File: config.mk
export PLATFORM = sky130hd
export DESIGN_NAME = irt_queue
export DESIGN_NICKNAME = d
export VERILOG_FILES = /design/src/design/irt_pkg.sv /design/src/design/irt_queue.sv
export SDC_FILE = /design/constraint.sdc
export NUM_CORES = 1
export LEC_CHECK = 0
export BUFFER_PORTS_ARGS = -buffer_cell sky130_fd_sc_hd__buf_2
export CAP_MARGIN = 20
export CORE_MARGIN = 10
export CORE_UTILIZATION = 30
export CTS_CLUSTER_DIAMETER = 200
export CTS_CLUSTER_SIZE = 10
export DETAILED_ROUTE_END_ITERATION = 10
export GPL_TIMING_DRIVEN = 1
export SYNTH_ARGS = -nofsm -noshare
export SYNTH_HDL_FRONTEND = slang
export SYNTH_SLANG_ARGS = --single-unit
export TNS_END_PERCENT = 50
File: constraint.sdc
create_clock -name clock -period 17.5 [get_ports clock]
set_clock_uncertainty 0.05 [all_clocks]
set_input_delay 3.5 -clock clock [delete_from_list [all_inputs] [get_ports clock]]
set_output_delay 3.5 -clock clock [all_outputs]
set_load 0.01 [all_outputs]
File: src/design/irt_pkg.sv
package irt_pkg;

   localparam int ROW_W = 16;
   localparam int SEAT_W = 20;
   localparam int OWNER_W = 16;
   localparam int STATUS_W = 3;

   localparam int DEF_ENTRIES = 256;
   localparam int DEF_ROWS = 65536;
   localparam int DEF_SEAT_BITS = 20;

   localparam int QUEUE_DEPTH = 2;

   typedef enum logic {
      CMD_RESERVE = 1'b0,
      CMD_LOOKUP  = 1'b1
   } cmd_type;

   typedef enum logic [STATUS_W-1:0] {
      ST_RESERVED = 3'd0,
      ST_OVERLAP  = 3'd1,
      ST_FULL     = 3'd2,
      ST_FOUND    = 3'd3,
      ST_NONE     = 3'd4
   } status_type;

   typedef struct packed {
      cmd_type             cmd;
      logic [ROW_W-1:0]    row;
      logic [SEAT_W-1:0]   first;
      logic [SEAT_W-1:0]   last;
      logic [SEAT_W-1:0]   seat;
      logic [OWNER_W-1:0]  owner;
      logic                row_ok;
   } item_type;

   typedef struct packed {
      logic [ROW_W-1:0]    row;
      logic [SEAT_W-1:0]   first;
      logic [SEAT_W-1:0]   last;
      logic [OWNER_W-1:0]  owner;
   } entry_type;

   function automatic logic [SEAT_W-1:0] seat_mask(input int bits);
      logic [SEAT_W-1:0] m;
      for (int i = 0; i < SEAT_W; i++) begin
         m[i] = (i < bits);
      end
      return m;
   endfunction

endpackage

File: src/design/irt_queue.sv
module irt_queue (
   input  logic               clock,
   input  logic               reset,
   input  logic               push,
   input  irt_pkg::item_type  push_item,
   output logic               full,
   output logic               pop_valid,
   output irt_pkg::item_type  pop_item,
   input  logic               pop
);

   localparam int PTR_W = (irt_pkg::QUEUE_DEPTH > 1) ? $clog2(irt_pkg::QUEUE_DEPTH) : 1;
   localparam int CNT_W = $clog2(irt_pkg::QUEUE_DEPTH + 1);
   localparam logic [PTR_W-1:0] LAST_PTR = PTR_W'(irt_pkg::QUEUE_DEPTH - 1);

   irt_pkg::item_type slot_ff [irt_pkg::QUEUE_DEPTH];
   logic [PTR_W-1:0] wr_ptr_ff, wr_ptr_in;
   logic [PTR_W-1:0] rd_ptr_ff, rd_ptr_in;
   logic [CNT_W-1:0] count_ff, count_in;

   assign full = (count_ff == CNT_W'(irt_pkg::QUEUE_DEPTH));
   assign pop_valid = (count_ff != '0);
   assign pop_item = slot_ff[rd_ptr_ff];

   always_comb begin
      wr_ptr_in = wr_ptr_ff;
      rd_ptr_in = rd_ptr_ff;
      count_in = count_ff;
      if (push) begin
         wr_ptr_in = (wr_ptr_ff == LAST_PTR) ? '0 : wr_ptr_ff + 1'b1;
      end
      if (pop) begin
         rd_ptr_in = (rd_ptr_ff == LAST_PTR) ? '0 : rd_ptr_ff + 1'b1;
      end
      if (push && !pop) begin
         count_in = count_ff + 1'b1;
      end else if (pop && !push) begin
         count_in = count_ff - 1'b1;
      end
   end

   always_ff @(posedge clock) begin
      if (reset) begin
         wr_ptr_ff <= '0;
         rd_ptr_ff <= '0;
         count_ff <= '0;
      end else begin
         wr_ptr_ff <= wr_ptr_in;
         rd_ptr_ff <= rd_ptr_in;
         count_ff <= count_in;
      end
   end

   always_ff @(posedge clock) begin
      if (push) begin
         slot_ff[wr_ptr_ff] <= push_item;
      end
   end

endmodule

## Word level (Yosys, flattened, before mapping)

Memory sizes are Yosys's and may differ from the RTL's. A register that Yosys moved wholly into a read port is not among the register bits.
Index checks and enable logic that the tools add are counted.

| cells by class | value |
|---|---|
| $add $sub $neg | 4 |
| eq/ne operators | 1 |
| mux-type cells | 8 |
| reductions and logical operators | 6 |

Operators by type and width:

| cell | number |
|---|---|
| $mux W1 | 6 |
| $mux W2 | 2 |
| $reduce_bool A2 Y1 | 2 |
| $add A1 B1 Y1 const B | 2 |
| $add A2 B1 Y2 const B | 1 |
| $eq A2 B2 Y1 const B | 1 |
| $logic_and A1 B1 Y1 | 2 |
| $logic_not A1 Y1 | 2 |
| $sub A2 B1 Y2 const B | 1 |

| word-level totals | value |
|---|---|
| flip-flop bits (word level) | 4 |
| memory bits (writable) | 188 |
| input bits | 98 |
| output and inout port bits | 96 |
| logic and storage cells | 23 |
| memories | 1 |

Memories:

| memory | words | bits a word | rd ports | clocked after memory_dff | write ports | line | text |
|---|---|---|---|---|---|---|---|
| slot_ff | 2 | 94 | 1 | 1 | 1 | irt_queue.sv:16 | `irt_pkg::item_type slot_ff [irt_pkg::QUEUE_DEPTH];` |

## Depth between registers and ports, before layout

Gate-level depths: netlist of the first run.

| depth | value |
|---|---|
| depth in word-level cells | 4 |
| gate-level depth with buffers | 5 |
| depth with buffers taken out | 5 |

## Worst setup path before layout of the first run

Ideal clock, no wire load.

| path | value |
|---|---|
| kind | input port to flip-flop |
| from | in push |
| to | mem slot_ff[0][0] (netlist name), enable pin |
| library setup time | 0.559 ns |
| data arrival time | 7.596 ns |
| data required time | 16.891 ns |
| path slack | 9.295 ns |
| cell stages on the path | 1 |
| path buffers | 0 |
| cell sequence | nor2b_1 |

| between the ends | value |
|---|---|
| word-level cells in the longest chain between the ends | 2 |

RTL lines:

| what | line | text |
|---|---|---|
| start, declared | irt_queue.sv:4 | `input logic push,` |
| $mux W1 | irt_queue.sv:55 | `if (push) begin` |
| $mux W1 (not written as such) | irt_queue.sv:56 | `slot_ff[wr_ptr_ff] <= push_item;` |
| end, declared | irt_queue.sv:16 |  |

No other way between the ends.

==> results.toml, run 1 <==
[min_path]
min_path_type = "reg -> reg"
hold_depth = 2

[floorplanning]
rows = 55
io_pins = 194
start_util_pct = 30.7
die_w_microns = 173
coreArea_sq_um = 22800
die_h_microns = 173
dieArea_sq_um = 29800

[sta]
hold_ws_ns = 0.469
max_freq_ghz = 0.167
tns_ns = 0
max_slew_margin_pct = 41.3
fin_ws_ns = 11.53
rsz0062_at_grt = "false"
post-route-period-util_pct = 34.1
setup_viol = 0
finalHoldViolCount = 0
fin_crit_ns = 5.97
worstMarginPinSlew_ns = 0.881
drv_slew = 0

[logic_synthesis]
synth.distinct_cells = 17
yosys_warnings = 0
seq_area_frac_synth_pct = 82.1
synthCells = 314
syn-cell-area_sq_um = 7000
synth_fp_nets = 413
yosys_register_bits = 193
avgSynthCellArea_sq_um = 22.3

[global_routing]
antenna_found_initial = 1
grt_usage_pct = 9.82
grt_pass1_vias = 4002
grt_start_max_net_pins = 65
grt_pass1_wl_mm = 23.0
overflow = 0

[route]
drc = 0
vias_per_cell = 4.18
routed_wl_mm = 14.9
vias = 3533
drt_iter0_drc = 192
avgRoutedWirePerCell_microns = 17.6
drtPass1Iterations = 4
antenna_left = 0

[layout]
drive_gt1_share_pct = 61.0
diodes = 0
final_util_pct = 39.2
final_cell_mix = "193 x buf_2, 188 x edfxtp_1, 94 x mux2_2"
register_area_sq_um = 5750
finalNetCount = 619
design_area_sq_um = 8920
multi_input_area_sq_um = 1170
finalNonFillerCells = 846
final_common_cell = "buf_2"
area_growth_pct = 27.4
nFillCells = 2097

[power]
p_int_mw = 0.817
p_seq_share_pct = 51.9
pwr-share-clk_pct = 37.8
max-vdd-ir-drop_mv = 0.0553
power_mw = 1.06
p_leak_nw = 3.29
pwr-share-comb_pct = 10.3
power_density_nw_per_um2 = 118
p_sw_mw = 0.240
swShare_pct = 22.7

[cts]
cts.sinks = 193
ctsResizeCount = 0
cts.htree.levels = 4
tritoncts = "yes"
root_buffer = "clkbuf_16"
clk_path_buf_depth = 2
ctsHoldBuffers = 0
clock_latency_ns = 0.41
clk_pin_slew_ns = 0.07
cts_setup_buffers = 0
cts_buffers = 17

[placed_design]
dp_cells = 814
placed_cell_area_sq_um = 8310
post-place-ws_ns = 11.92
gp_congestion = 0.697
port_buffers = 193
place_hpwl_mm = 10.3

[run_status]
status = "finished, final reports clean"

[worst_setup_path]
cp.arrival_ns = 2.42
worstSetupStartpointType = "flip-flop"
worstSetupEndpointType = "output pin"
setup.worst_path.class = "reg -> out"
worstPathMaxFanout = 64
required_ns = 13.95
ff2ff_path_depth = 2

[run]
cap_violations = 0
## logic make-up after synthesis
group | synth area share (%)
DFF | 82.1
muxes | 15.1
buffers and inverters | 1.34
and+or+nand+nor | 0.661
xor gates and xnor gates | 0.500
AOI/OAI and AO/OA | 0.143
adders and majority gates | 0.179
## sequential cells by signal (all words and copies together) (netlist names), named ones only
name / count
slot_ff: 188
count_ff: 2
rd_ptr_ff: 1
wr_ptr_ff: 1
## worst max-delay path: stages (launching register included)
cell	delay, ns
dfxtp_4	0.62
buf_4	0.71
mux2_2	0.42
buf_2	0.14
## layer usage
| metal | routed length [microns] | global-route usage [%] |
|---|---|---|
| met3 | 1090 | 4.23 |
| met2 | 7220 | 15.6 |
| met4 | 114 | 3.02 |
| met5 | 0 | 0 |
| met1 | 6510 | 11.8 |
## power groups by stage
stage               combinational (mW)  sequential (mW)  clock, mW
finish                           0.109            0.548      0.399
floorplan                       0.0647            0.557          0
detailed placement               0.112            0.559          0
global placement                 0.110            0.557          0
global route                     0.119            0.551      0.432
CTS                              0.112            0.548      0.413
## Yosys cell counts (all sizes together)
cell type  number  area, sq um
nor2            4         15.0
or3             1         6.26
edfxtp        188         5650
or2             1         6.26
dfxtp           5          100
inv             1         3.75
ha              1         12.5
and2            1         6.26
buf            10         90.1
xnor2           2         17.5
nor2b           2         12.5
a21oi           1         5.00
xor2            2         17.5
mux2           94         1060
o21ai           1         5.00
## cell type report
type | count | share of cell area, %
clock inverter | 15 | 2.03
timing repair buffer | 197 | 11.2
multi-input combinational | 110 | 13.1
clock buffer | 17 | 4.77
sequential | 193 | 64.5
inverter | 1 | 0.0421
tap | 313 | 4.39
## final timing paths
kind / slack [ns] / end / start
worst max-delay path: 11.53 / pop_item[54] / flip-flop
worst min-delay path: 0.47 / count_ff[1] / count_ff[1]
worst max register to register: 15.32 / slot_ff[1][69] / wr_ptr_ff
worst min register to register: 0.47 / count_ff[1] / count_ff[1]
Power figures use the tool's default switching activity.
==> inputs of run 2 (changes only) <==
ABC_AREA = 1   (was not set)
clock period = 5 ns   (was 17.5 ns; I/O delays follow)
==> run 2 against run 1 <==
  * Sequential power increased to 3.5 times the previous value
  * Via count up 2.6%
  * Utilization is 0.36 points higher
  * Design area grew 1.2%
  * Total power grew to 3.5 times the previous value
  * Cell count is 1.5% higher
  * Wire length is 2.5% higher
  * Worst hold slack better by 0.021 ns
==> results.toml, run 2 <==
[run_status]
status = "finished, final reports clean"

[worst_setup_path]
cp.arrival_ns = 2.21
reg2reg_setup_slack_ns = 2.87
max_stage_delay_ns = 0.62
worstPathMaxFanout = 52
required_ns = 3.95
crit_buf_inv = 3
crit_chain = "buf_16 -> buf_4 -> mux2_2 -> buf_2"
worst_path_dominant_cell_family = "buffers and inverters"
worst_path_max_delay_cell = "dfxtp_4"
worstSetupEndpointType = "output pin"
worstSetupStartpointType = "flip-flop"
setup.worst_path.class = "reg -> out"

[cts]
clk_path_buf_depth = 2
ctsHoldBuffers = 0
tritoncts = "yes"
cts.sinks = 193
ctsResizeCount = 0
clk_pin_slew_ns = 0.07
cts_buffers = 17
cts.htree.levels = 4
cts_setup_buffers = 0
clock_latency_ns = 0.41
root_buffer = "clkbuf_16"

[logic_synthesis]
yosys_warnings = 0
synth_edf_count = 188
synth.distinct_cells = 16
synth_top_area_share_pct = 80.4
synth_fp_nets = 424
avgSynthCellArea_sq_um = 21.6
synth_flop_cell = "edfxtp_1"
ys_top_cells_by_count = "188 x edfxtp_1, 94 x mux2_2, 9 x inv_1"
yosysMostFrequentCell = "edfxtp_1"
synthCells = 325
ys_async_sr_fraction_pct = 0
seq_area_frac_synth_pct = 81.8
netlist_top_cells_area = "edfxtp_1 80%, mux2_2 15%, dfxtp_1 1.4%"
synth_top_area_cell = "edfxtp_1"
syn-cell-area_sq_um = 7020
yosys_register_bits = 193

[sta]
max_slew_margin_pct = 36.3
setup_viol = 0
worstMarginPinSlew_ns = 0.956
post-route-period-util_pct = 65.3
max_freq_ghz = 0.306
fin_crit_ns = 3.26
tns_ns = 0
rsz0062_at_grt = "false"
finalHoldViolCount = 0
drv_slew = 0

[layout]
largest_register_ffs = 188
top_register = "slot_ff"
final_cell_mix = "193 x buf_2, 188 x edfxtp_1, 94 x mux2_2"
drive_gt1_share_pct = 59.9
final_common_cell = "buf_2"
design_area_sq_um = 9030
area_growth_pct = 28.6
finalNetCount = 632
finalNonFillerCells = 859
reg.largest.list = "slot_ff (188), count_ff (2)"
diodes = 0
final_util_pct = 39.5

[floorplanning]
start_util_pct = 30.7
coreArea_sq_um = 22800
die_w_microns = 173
rows = 55
dieArea_sq_um = 29900
die_h_microns = 173
io_pins = 194

[global_routing]
antenna_found_initial = 0
grt_usage_pct = 9.88
grt_pass1_vias = 4091
overflow = 0
grt_pass1_wl_mm = 23.1
grt_start_max_net_pins = 81

[placed_design]
dp_cells = 825
placed_cell_area_sq_um = 8340
port_buffers = 193
place_hpwl_mm = 10.5
gp_congestion = 0.714

[power]
p_seq_share_pct = 51.0
power_density_nw_per_um2 = 413
p_leak_nw = 3.36
p_int_mw = 2.89
max-vdd-ir-drop_mv = 0.190
pwr-share-comb_pct = 10.0
p_sw_mw = 0.834
swShare_pct = 22.4
pwr-share-clk_pct = 39.0

[route]
drc = 0
vias = 3626
avgRoutedWirePerCell_microns = 17.8
antenna_left = 0
vias_per_cell = 4.22
drt_iter0_drc = 185
routed_wl_mm = 15.3
drtPass1Iterations = 4

[run]
cap_violations = 0

[min_path]
min_path_type = "reg -> reg"
[run 2: cell families (layout without fill, tap and decap cells)]
group	Yosys count	count (layout)	share of synthesized area (%)
fa+ha+maj	1	1	0.178
buf+inv	19	240	1.76
mux	94	94	15.1
compound gates	2	2	0.142
flops	193	193	81.8
simple gates	15	15	0.873
xor+xnor	1	1	0.125
[run 2: power groups by stage]
stage | Clock, mW | Combinational [mW] | Sequential [mW]
3_5_place_dp | 0 | 0.356 | 1.95
3_3_place_gp | 0 | 0.349 | 1.95
5_1_grt | 1.57 | 0.406 | 1.91
2_1_floorplan | 0 | 0.213 | 1.93
4_1_cts | 1.50 | 0.359 | 1.92
6_report | 1.45 | 0.372 | 1.90
[run 2: layer usage]
layer  track usage [%]  vias up  wire length (microns)
met5                 0        -                      0
met4              3.45        0                    171
met3              4.18       11                   1190
met2              15.8      140                   7270
met1              11.7     1793                   6680
li1                  -     1682                      -
[run 2: worst paths after layout]
kind | from | depth (start not counted) | end
worst min register to register | rd_ptr_ff | 2 | flip-flop
worst max register to register | wr_ptr_ff | 3 | slot_ff[1][8]
worst max-delay path | flip-flop | 4 | pop_item[46]
worst min-delay path | rd_ptr_ff | 2 | flip-flop
[run 2: through the flow]
step	hold WS (ns)	worst slack [ns]	power [mW]
2_1_floorplan	0.430	1.06	2.14
5_1_grt	0.523	1.63	3.88
3_3_place_gp	0.446	1.94	2.30
6_report	0.490	1.74	3.73
4_1_cts	0.495	1.45	3.78
3_5_place_dp	0.476	1.91	2.31
[run 2: final cells by class]
cell class,count,area (sq um)
timing repair buffer,199,1060
inverter,9,36.3
clock buffer,17,425
tap,313,392
multi-input combinational,113,1160
clock inverter,15,205
sequential,193,5750
fill,2149,13800
[run 2: worst register-to-register path, delay by kind of cell (launching register included)]
kind          cells  cell delay, ns
simple gates      1            0.12
buf+inv           2            1.22
flops             1            0.40
